===== src/sv/dq_pkg.sv =====
// Shared types, constants and a helper function for the double-ended queue.
package dq_pkg;

  // Ring size and stored word width.
  localparam int unsigned DEPTH     = 16;
  localparam int unsigned WORD_BITS = 64;

  // Width of the interface word fields.
  localparam int unsigned FIELD_BITS = 64;

  // Slot index and entry count widths.
  localparam int unsigned IDX_W = $clog2(DEPTH);
  localparam int unsigned CNT_W = $clog2(DEPTH + 1);

  typedef logic [FIELD_BITS-1:0] field_word_t;
  typedef logic [WORD_BITS-1:0]  word_t;
  typedef logic [IDX_W-1:0]      idx_t;
  typedef logic [CNT_W-1:0]      cnt_t;

  // Request codes. Code 7 is unused and acts as a no-op.
  typedef enum logic [2:0] {
    REQ_PUSH_FRONT = 3'd0,
    REQ_PUSH_BACK  = 3'd1,
    REQ_POP_FRONT  = 3'd2,
    REQ_POP_BACK   = 3'd3,
    REQ_PEEK_FRONT = 3'd4,
    REQ_PEEK_BACK  = 3'd5,
    REQ_CLEAR      = 3'd6
  } req_e;

  // Result status codes.
  typedef enum logic [1:0] {
    ST_OK    = 2'd0,
    ST_EMPTY = 2'd1,
    ST_FULL  = 2'd2
  } status_e;

  // Input beat.
  typedef struct packed {
    logic [2:0]  req_type;
    field_word_t data_word;
  } req_t;

  // Output beat.
  typedef struct packed {
    logic [1:0]  status;
    field_word_t result_word;
  } rsp_t;

  // Commands from the controller to the datapath.
  typedef struct packed {
    logic accept;   // apply the request on the input port
    logic capture;  // load the output register from the RAM read data
    logic take;     // the output beat is taken this cycle
  } dq_cmd_t;

  // Status from the datapath to the controller.
  typedef struct packed {
    logic out_valid;   // output register holds a beat
    logic needs_read;  // the pending request returns a stored word
  } dq_sts_t;

  // (a + b) modulo DEPTH, for a < DEPTH and b <= DEPTH.
  function automatic idx_t ring_add(idx_t a, cnt_t b);
    logic [CNT_W:0] s;
    s = (CNT_W + 1)'(a) + (CNT_W + 1)'(b);
    if (s >= (CNT_W + 1)'(DEPTH)) begin
      s = s - (CNT_W + 1)'(DEPTH);
    end
    return s[IDX_W-1:0];
  endfunction

endpackage


===== src/sv/double_ended_queue_core.sv =====
// Top level of the double-ended queue: controller, datapath and port wiring.
//
//   Channel | Direction | Handshake                 | Beat
//   in      | input     | in_valid_i / in_ready_o   | in_req_i  (req_type, data_word)
//   out     | output    | out_valid_o / out_ready_i | out_rsp_o (status, result_word)
//
// Push, clear, no-op and error requests load their result when accepted; they can follow
// back to back while each result is taken. A successful pop or peek passes through the read
// state: the entry RAM read port is registered, and that state loads the output register.
// Reset empties the queue and clears the output valid flag; stored words are not cleared.
// A new request is taken while a result waits only if that result is taken in the same cycle.
module double_ended_queue_core import dq_pkg::*; (
  input  logic clk_i,
  input  logic rst_ni,
  input  logic in_valid_i,
  output logic in_ready_o,
  input  req_t in_req_i,
  output logic out_valid_o,
  input  logic out_ready_i,
  output rsp_t out_rsp_o
);

  dq_cmd_t cmd;
  dq_sts_t sts;

  // Handshake and sequencing.
  dq_ctrl u_ctrl (
    .clk_i      (clk_i),
    .rst_ni     (rst_ni),
    .in_valid_i (in_valid_i),
    .in_ready_o (in_ready_o),
    .out_ready_i(out_ready_i),
    .sts_i      (sts),
    .cmd_o      (cmd)
  );

  // Ring pointers, storage and result register.
  dq_datapath u_datapath (
    .clk_i    (clk_i),
    .rst_ni   (rst_ni),
    .in_req_i (in_req_i),
    .cmd_i    (cmd),
    .sts_o    (sts),
    .out_rsp_o(out_rsp_o)
  );

  assign out_valid_o = sts.out_valid;

endmodule


===== src/sv/dq_ram.sv =====
// Generic single-write, single-read RAM with registered read data.
module dq_ram #(
  parameter int unsigned WIDTH = 8,
  parameter int unsigned DEPTH = 16
) (
  input  logic                     clk_i,
  input  logic                     we_i,
  input  logic [$clog2(DEPTH)-1:0] waddr_i,
  input  logic [WIDTH-1:0]         wdata_i,
  input  logic                     re_i,
  input  logic [$clog2(DEPTH)-1:0] raddr_i,
  output logic [WIDTH-1:0]         rdata_o
);

  logic [WIDTH-1:0] mem_q [DEPTH];
  logic [WIDTH-1:0] rdata_q;

  // Write port.
  always_ff @(posedge clk_i) begin
    if (we_i) begin
      mem_q[waddr_i] <= wdata_i;
    end
  end

  // Registered read port.
  always_ff @(posedge clk_i) begin
    if (re_i) begin
      rdata_q <= mem_q[raddr_i];
    end
  end

  assign rdata_o = rdata_q;

endmodule


===== src/sv/dq_datapath.sv =====
// Datapath of the double-ended queue: ring pointers, entry RAM and output register.
module dq_datapath import dq_pkg::*; (
  input  logic    clk_i,
  input  logic    rst_ni,
  input  req_t    in_req_i,
  input  dq_cmd_t cmd_i,
  output dq_sts_t sts_o,
  output rsp_t    out_rsp_o
);

  localparam idx_t LAST_IDX = IDX_W'(DEPTH - 1);
  localparam cnt_t FULL_CNT = CNT_W'(DEPTH);

  idx_t  front_q, front_d;
  cnt_t  count_q, count_d;
  logic  out_valid_q, out_valid_d;
  rsp_t  rsp_q, rsp_d;

  logic  is_empty, is_full;
  idx_t  front_prev, back_idx;
  logic  ram_we, ram_re;
  idx_t  ram_waddr, ram_raddr;
  word_t ram_rdata;
  logic  needs_read;
  logic [1:0] imm_status;

  assign is_empty   = (count_q == '0);
  assign is_full    = (count_q >= FULL_CNT);
  assign front_prev = (front_q == '0) ? LAST_IDX : front_q - 1'b1;
  assign back_idx   = ring_add(front_q, count_q - 1'b1);

  // Decode the request against the current fill level.
  always_comb begin
    front_d    = front_q;
    count_d    = count_q;
    ram_we     = 1'b0;
    ram_re     = 1'b0;
    ram_waddr  = front_prev;
    ram_raddr  = front_q;
    needs_read = 1'b0;
    imm_status = ST_OK;
    case (in_req_i.req_type)
      REQ_PUSH_FRONT: begin
        if (is_full) begin
          imm_status = ST_FULL;
        end else begin
          ram_we    = 1'b1;
          ram_waddr = front_prev;
          front_d   = front_prev;
          count_d   = count_q + 1'b1;
        end
      end
      REQ_PUSH_BACK: begin
        if (is_full) begin
          imm_status = ST_FULL;
        end else begin
          ram_we    = 1'b1;
          ram_waddr = ring_add(front_q, count_q);
          count_d   = count_q + 1'b1;
        end
      end
      REQ_POP_FRONT: begin
        if (is_empty) begin
          imm_status = ST_EMPTY;
        end else begin
          ram_re     = 1'b1;
          ram_raddr  = front_q;
          needs_read = 1'b1;
          front_d    = ring_add(front_q, CNT_W'(1));
          count_d    = count_q - 1'b1;
        end
      end
      REQ_POP_BACK: begin
        if (is_empty) begin
          imm_status = ST_EMPTY;
        end else begin
          ram_re     = 1'b1;
          ram_raddr  = back_idx;
          needs_read = 1'b1;
          count_d    = count_q - 1'b1;
        end
      end
      REQ_PEEK_FRONT: begin
        if (is_empty) begin
          imm_status = ST_EMPTY;
        end else begin
          ram_re     = 1'b1;
          ram_raddr  = front_q;
          needs_read = 1'b1;
        end
      end
      REQ_PEEK_BACK: begin
        if (is_empty) begin
          imm_status = ST_EMPTY;
        end else begin
          ram_re     = 1'b1;
          ram_raddr  = back_idx;
          needs_read = 1'b1;
        end
      end
      REQ_CLEAR: begin
        front_d = '0;
        count_d = '0;
      end
      default: begin
        // Unused code: no operation, status ok.
      end
    endcase
  end

  // Entry storage.
  dq_ram #(
    .WIDTH(WORD_BITS),
    .DEPTH(DEPTH)
  ) u_ram (
    .clk_i  (clk_i),
    .we_i   (cmd_i.accept & ram_we),
    .waddr_i(ram_waddr),
    .wdata_i(in_req_i.data_word[WORD_BITS-1:0]),
    .re_i   (cmd_i.accept & ram_re),
    .raddr_i(ram_raddr),
    .rdata_o(ram_rdata)
  );

  // Pointer and count registers.
  always_ff @(posedge clk_i or negedge rst_ni) begin
    if (!rst_ni) begin
      front_q <= '0;
      count_q <= '0;
    end else if (cmd_i.accept) begin
      front_q <= front_d;
      count_q <= count_d;
    end
  end

  // Output register: immediate results load on accept, read results when the controller signals capture.
  always_comb begin
    out_valid_d = out_valid_q;
    rsp_d       = rsp_q;
    if (cmd_i.capture) begin
      out_valid_d       = 1'b1;
      rsp_d.status      = ST_OK;
      rsp_d.result_word = field_word_t'(ram_rdata);
    end else if (cmd_i.accept && !needs_read) begin
      out_valid_d       = 1'b1;
      rsp_d.status      = imm_status;
      rsp_d.result_word = '0;
    end else if (cmd_i.take) begin
      out_valid_d = 1'b0;
    end
  end

  always_ff @(posedge clk_i or negedge rst_ni) begin
    if (!rst_ni) begin
      out_valid_q <= 1'b0;
    end else begin
      out_valid_q <= out_valid_d;
    end
  end

  always_ff @(posedge clk_i) begin
    rsp_q <= rsp_d;
  end

  assign sts_o.out_valid  = out_valid_q;
  assign sts_o.needs_read = needs_read;
  assign out_rsp_o        = rsp_q;

  // The fill level never passes the ring size.
  assert property (@(posedge clk_i) disable iff (!rst_ni) count_q <= FULL_CNT)
    else $error("entry count exceeds ring depth");

  // A clear leaves an empty ring starting at slot zero.
  assert property (@(posedge clk_i) disable iff (!rst_ni)
    (cmd_i.accept && in_req_i.req_type == REQ_CLEAR) |=> (count_q == '0 && front_q == '0))
    else $error("clear did not reset the ring pointers");

  // Read data is only captured into an empty output register.
  assert property (@(posedge clk_i) disable iff (!rst_ni) cmd_i.capture |-> !out_valid_q)
    else $error("captured read data over a pending output beat");

endmodule


===== src/sv/dq_ctrl.sv =====
// Controller of the double-ended queue: request handshake and read sequencing.
module dq_ctrl import dq_pkg::*; (
  input  logic    clk_i,
  input  logic    rst_ni,
  input  logic    in_valid_i,
  output logic    in_ready_o,
  input  logic    out_ready_i,
  input  dq_sts_t sts_i,
  output dq_cmd_t cmd_o
);

  typedef enum logic [1:0] {
    S_IDLE = 2'b01,
    S_READ = 2'b10
  } state_e;

  state_e state_q, state_d;
  logic   accept;

  // Take a request when idle and the output register is free by the next edge.
  assign in_ready_o = (state_q == S_IDLE) && (!sts_i.out_valid || out_ready_i);
  assign accept     = in_valid_i && in_ready_o;

  assign cmd_o.accept  = accept;
  assign cmd_o.capture = (state_q == S_READ);
  assign cmd_o.take    = sts_i.out_valid && out_ready_i;

  // Next state: a successful pop or peek moves to the read state to wait for the RAM read data.
  always_comb begin
    state_d = state_q;
    case (state_q)
      S_IDLE: begin
        if (accept && sts_i.needs_read) begin
          state_d = S_READ;
        end
      end
      S_READ: begin
        state_d = S_IDLE;
      end
      default: begin
        state_d = S_IDLE;
      end
    endcase
  end

  always_ff @(posedge clk_i or negedge rst_ni) begin
    if (!rst_ni) begin
      state_q <= S_IDLE;
    end else begin
      state_q <= state_d;
    end
  end

  // A read request always moves to the capture cycle.
  assert property (@(posedge clk_i) disable iff (!rst_ni)
    (accept && sts_i.needs_read) |=> (state_q == S_READ))
    else $error("read request did not enter the capture cycle");

  // The capture cycle lasts exactly one clock.
  assert property (@(posedge clk_i) disable iff (!rst_ni)
    (state_q == S_READ) |=> (state_q == S_IDLE))
    else $error("capture cycle did not return to idle");

endmodule


===== config.mk =====
export PLATFORM = sky130hd
export DESIGN_NAME = double_ended_queue_core
export DESIGN_NICKNAME = d
export VERILOG_FILES = /design/src/sv/dq_pkg.sv /design/src/sv/double_ended_queue_core.sv /design/src/sv/dq_ram.sv /design/src/sv/dq_datapath.sv /design/src/sv/dq_ctrl.sv
export SDC_FILE = /design/constraint.sdc
export NUM_CORES = 1
export LEC_CHECK = 0
export ABC_CLOCK_PERIOD_IN_PS = 5850
export BUFFER_PORTS_ARGS = -buffer_cell sky130_fd_sc_hd__buf_4
export CORE_UTILIZATION = 25
export DETAILED_ROUTE_END_ITERATION = 8
export SYNTH_ARGS = -nofsm -noshare
export SYNTH_HDL_FRONTEND = slang
export SYNTH_SLANG_ARGS = --single-unit

===== constraint.sdc =====
create_clock -name clk_i -period 5.85 [get_ports clk_i]
set_input_delay 1.4625 -clock clk_i [delete_from_list [all_inputs] [get_ports clk_i]]
set_output_delay 1.4625 -clock clk_i [all_outputs]
set_load 0.03 [all_outputs]

==> flow_summary.yaml <==
final_layout:
  multi_input_area_um2: 10630
  utilization_pct: 29.28
  fill_cells: 18143
  fin_nets: 2913
  area_growth_pct: 16.46
  layout_commonest_cell: "sky130_fd_sc_hd__edfxtp_1"
  layout.area.seq_um2: 34930
  layout_cells_sized_above_1_pct: 13.67
  layout.cells.most_common_list: "sky130_fd_sc_hd__edfxtp_1 (1152), sky130_fd_sc_hd__a211oi_1 (256), sky130_fd_sc_hd__and3_1 (254), sky130_fd_sc_hd__mux2i_1 (254), sky130_fd_sc_hd__a2111oi_0 (252)"
sta:
  finalCritPeriodShare_pct: 78.52
  relSlewSlack_pct: 23.38
  final_period_minus_worst_setup_slack_ns: 4.593
  unrepaired_setup_endpoints_after_global_routing: "false"
  setup-tns-final_ns: 0
  timing_max_transition_violations_final: 0
  timing_hold_violations_final: 0
  timing.final.setup_violations: 0
  maximum_operating_frequency_mhz: 217.7
  timing.clock.skew_ns: 0.02144
  tightest_slew_ns: 1.149
clocking:
  postCtsResizedCells: 0
  postCtsSetupBuffers: 0
  clock_tree_buffer_depth: 3
  clk_pin_slew_ns: 0.07
  cts_made_buffers: 106
  insertion_delay_ns: 0.72
  ctsHoldBuffers: 0
  clkSinkCount: 1166
  clock-root-buffer: "sky130_fd_sc_hd__clkbuf_16"
  htreeDepth: 3
  clock_tree_from_tritoncts: "built"
logic_synthesis:
  synth-edff-count: 1152
  synthFlopType: "sky130_fd_sc_hd__edfxtp_1"
  postSynthRegisterBits: 1166
  per_instance_average_area_after_synthesis_um2: 16.90
  syn_nets: 2838
  yosysWarnings: 0
  syn-instance-count: 2755
  yosysSeqAreaShare_pct: 75.01
  yosysUniqueCellTypes: 69
  postSynth.asyncResetShare_pct: 1.029
  post_synth_instance_area_um2: 46570
global_route:
  grt_pass1_wl_mm: 178.2
  grt_start_max_net_pins: 180
  grt_pass1_vias: 25573
  gr-total-overflow: 0
  antenna_found_initial: 22
  grt_use_total_pct: 12.80
power_and_ir_drop:
  switchingPower_mw: 9.483
  vdd.ir_drop.worst_mv: 0.7632
  cellLeakagePower_nw: 17.87
  power-per-cell-area_nw_per_um2: 486.6
  part_of_the_total_power_dissipated_in_combinational_logic_pct: 35.7
  internal-power_mw: 16.91
  power.share.clock_pct: 26.2
  power_switching_share_pct: 35.93
  p_seq_share_pct: 38.1
worst_setup_path:
  setup.reg_to_reg.worst_slack_ns: 1.26
  ff2ff_path_depth: 10
  regToRegStartpoint: "u_datapath.count_q[1]"
  setup.worst_path.start_class: "flop"
  crit_arrival_ns: 5.18
  timing.critical_path.cells: "inv_1 -> ha_1 -> or4b_1 -> nand4_4 -> buf_12 -> buf_4 -> and3_1 -> a211oi_1 -> a2111oi_0 -> or4_1"
  crit-reg2reg-capture: "u_datapath.u_ram.rdata_o[35]"
  worst-setup-path-type: "flop to flop"
  slowest_cell_on_the_critical_path: "sky130_fd_sc_hd__buf_4"
  crit_path_max_fanout: 179
  worstSetupEndpointType: "flop"
  worst_ep_required_time_ns: 6.43
  critical-path-max-stage-delay_ns: 0.73
outcome:
  status: "completed"
placed_design:
  port_buffers: 138
  routabilityCongestion: 0.7473
  dp.final_hpwl_mm: 64.25
hold_path:
  number_of_cells_on_the_worst_hold_path: 1
  min_path_type: "flop to flop"
  hold_path_startpoint: "u_datapath.u_ram.rdata_o[43]"
  worstHoldEndpoint: "u_datapath.out_rsp_o[43]"
floorplan:
  dieHeight_um: 433.6
  die_width_um: 433.6
  total_die_area_um2: 188000
  floorplan.core_area_um2: 185200
  rows: 158
  start_util_pct: 25.14
  top_level_ports: 139
route:
  total_routed_wirelength_mm: 122.7
  vias_per_cell: 4.746
  1st_pass_router_iterations: 7
  vias_post_dr: 25611
  drt-wirelength-per-cell_um: 22.74
  antenna_left: 0
  drt-initial-drc-count: 1964
  drc_errors: 0
flow_run:
  maxCapViolCount: 0
cell type report:
type                       instances  share of cell area, %
inverter                          15                 0.1038
timing repair buffer             209                  3.839
antenna                            5                0.02307
multi-input combinational       1332                  19.59
tap                             2480                  5.721
clock inverter                    62                  1.269
clock buffer                     127                  5.036
sequential                      1166                  64.41
synth_stat cells, drive strengths merged (3+ instances only):
cell     number  area share [%]
or4          64             1.0
o21ai        16            0.17
inv          15            0.12
ha           10            0.27
nand2b        4           0.054
nand2        28            0.25
nor2         34            0.29
buf         107             1.3
a2111oi     252             4.7
nor3          6           0.075
a22oi         3           0.048
xnor2         6            0.13
a32oi         3           0.056
nor2b         5           0.067
o31ai         5            0.12
mux2i       255             5.5
a31oi         3            0.10
a21o          4           0.064
clkbuf      135             1.1
a21oi        14            0.15
dfrtp        11            0.59
edfxtp     1152              74
nand3         6           0.064
a211oi      256             4.1
and2         70            0.94
and3        254             3.4
worst max-delay path, delay by kind of cell (launching register included):
family,cells,cell delay (ns)
flip-flops,1,0.48
AO/OA/AOI/OAI,2,0.66
adder cells (fa/ha/maj),1,0.26
AND/OR/NAND/NOR,4,1.38
buffers and inverters,3,1.36
sequential cells by signal (all words and copies together) (netlist names):
| name | count |
|---|---|
| u_datapath.u_ram.rdata_o | 64 |
| u_datapath.out_valid_q | 1 |
| u_datapath.out_rsp_o | 66 |
| u_datapath.count_q | 5 |
| u_datapath.u_ram.mem_q | 1024 |
| u_ctrl.state_q | 2 |
| u_datapath.front_q | 4 |
cells by family after synthesis:
group	Yosys count	synth area share, %
compound gates	573	9.946
buf+inv	257	2.539
simple gates	483	6.459
fa+ha+maj	12	0.3546
xor+xnor	8	0.1827
mux	256	5.505
flops	1166	75.01
worst max path at each step:
stage | depth (start not counted) | slack [ns] | endpoint | startpoint
2_1_floorplan | 6 | -0.17 | u_datapath.u_ram.mem_q[13][0] | in_req_i[66]
3_3_place_gp | 8 | 1.11 | u_datapath.u_ram.rdata_o[14] | in_req_i[66]
3_5_place_dp | 8 | 1.07 | u_datapath.u_ram.rdata_o[14] | in_req_i[66]
4_1_cts | 10 | 1.31 | u_datapath.u_ram.rdata_o[35] | u_datapath.count_q[1]
5_1_grt | 10 | 1.11 | u_datapath.u_ram.rdata_o[35] | u_datapath.count_q[1]
6_report | 10 | 1.26 | u_datapath.u_ram.rdata_o[35] | u_datapath.count_q[1]
power groups by stage:
stage	Combinational [mW]	Clock [mW]	Sequential, mW
6_report	9.43	6.92	10.0
3_3_place_gp	9.39	0	10.2
2_1_floorplan	6.36	0	10.1
3_5_place_dp	9.46	0	10.2
5_1_grt	10.2	7.36	10.1
4_1_cts	9.48	7.07	10.1
per-layer routing:
metal | global-route usage (%) | share of wire (%) | routed length [um]
met1 | 15.48 | 40 | 49660
met5 | 0 | 0.11 | 134
met4 | 4.831 | 3.0 | 3728
met3 | 2.511 | 5.3 | 6537
met2 | 22.35 | 51 | 62640
through the flow:
| stage | cell area, um^2 | total power, mW | std cells | worst slack [ns] | hold slack (ns) |
|---|---|---|---|---|---|
| final | 54230 | 26.39 | 5396 | 1.257 | 0.5154 |
| after global routing | 54230 | 27.61 | 5395 | 1.113 | 0.5346 |
| after CTS | 54220 | 26.62 | 5391 | 1.314 | 0.5161 |
| after detailed placement | 50800 | 19.70 | 5202 | 1.073 | 0.5102 |
| after global placement | 50800 | 19.64 | 5202 | 1.106 | 0.5024 |
| after floorplan | 46590 | 16.49 | 2755 | -0.1653 | 0.4967 |
No activity file was read; power rests on OpenSTA's default activity.
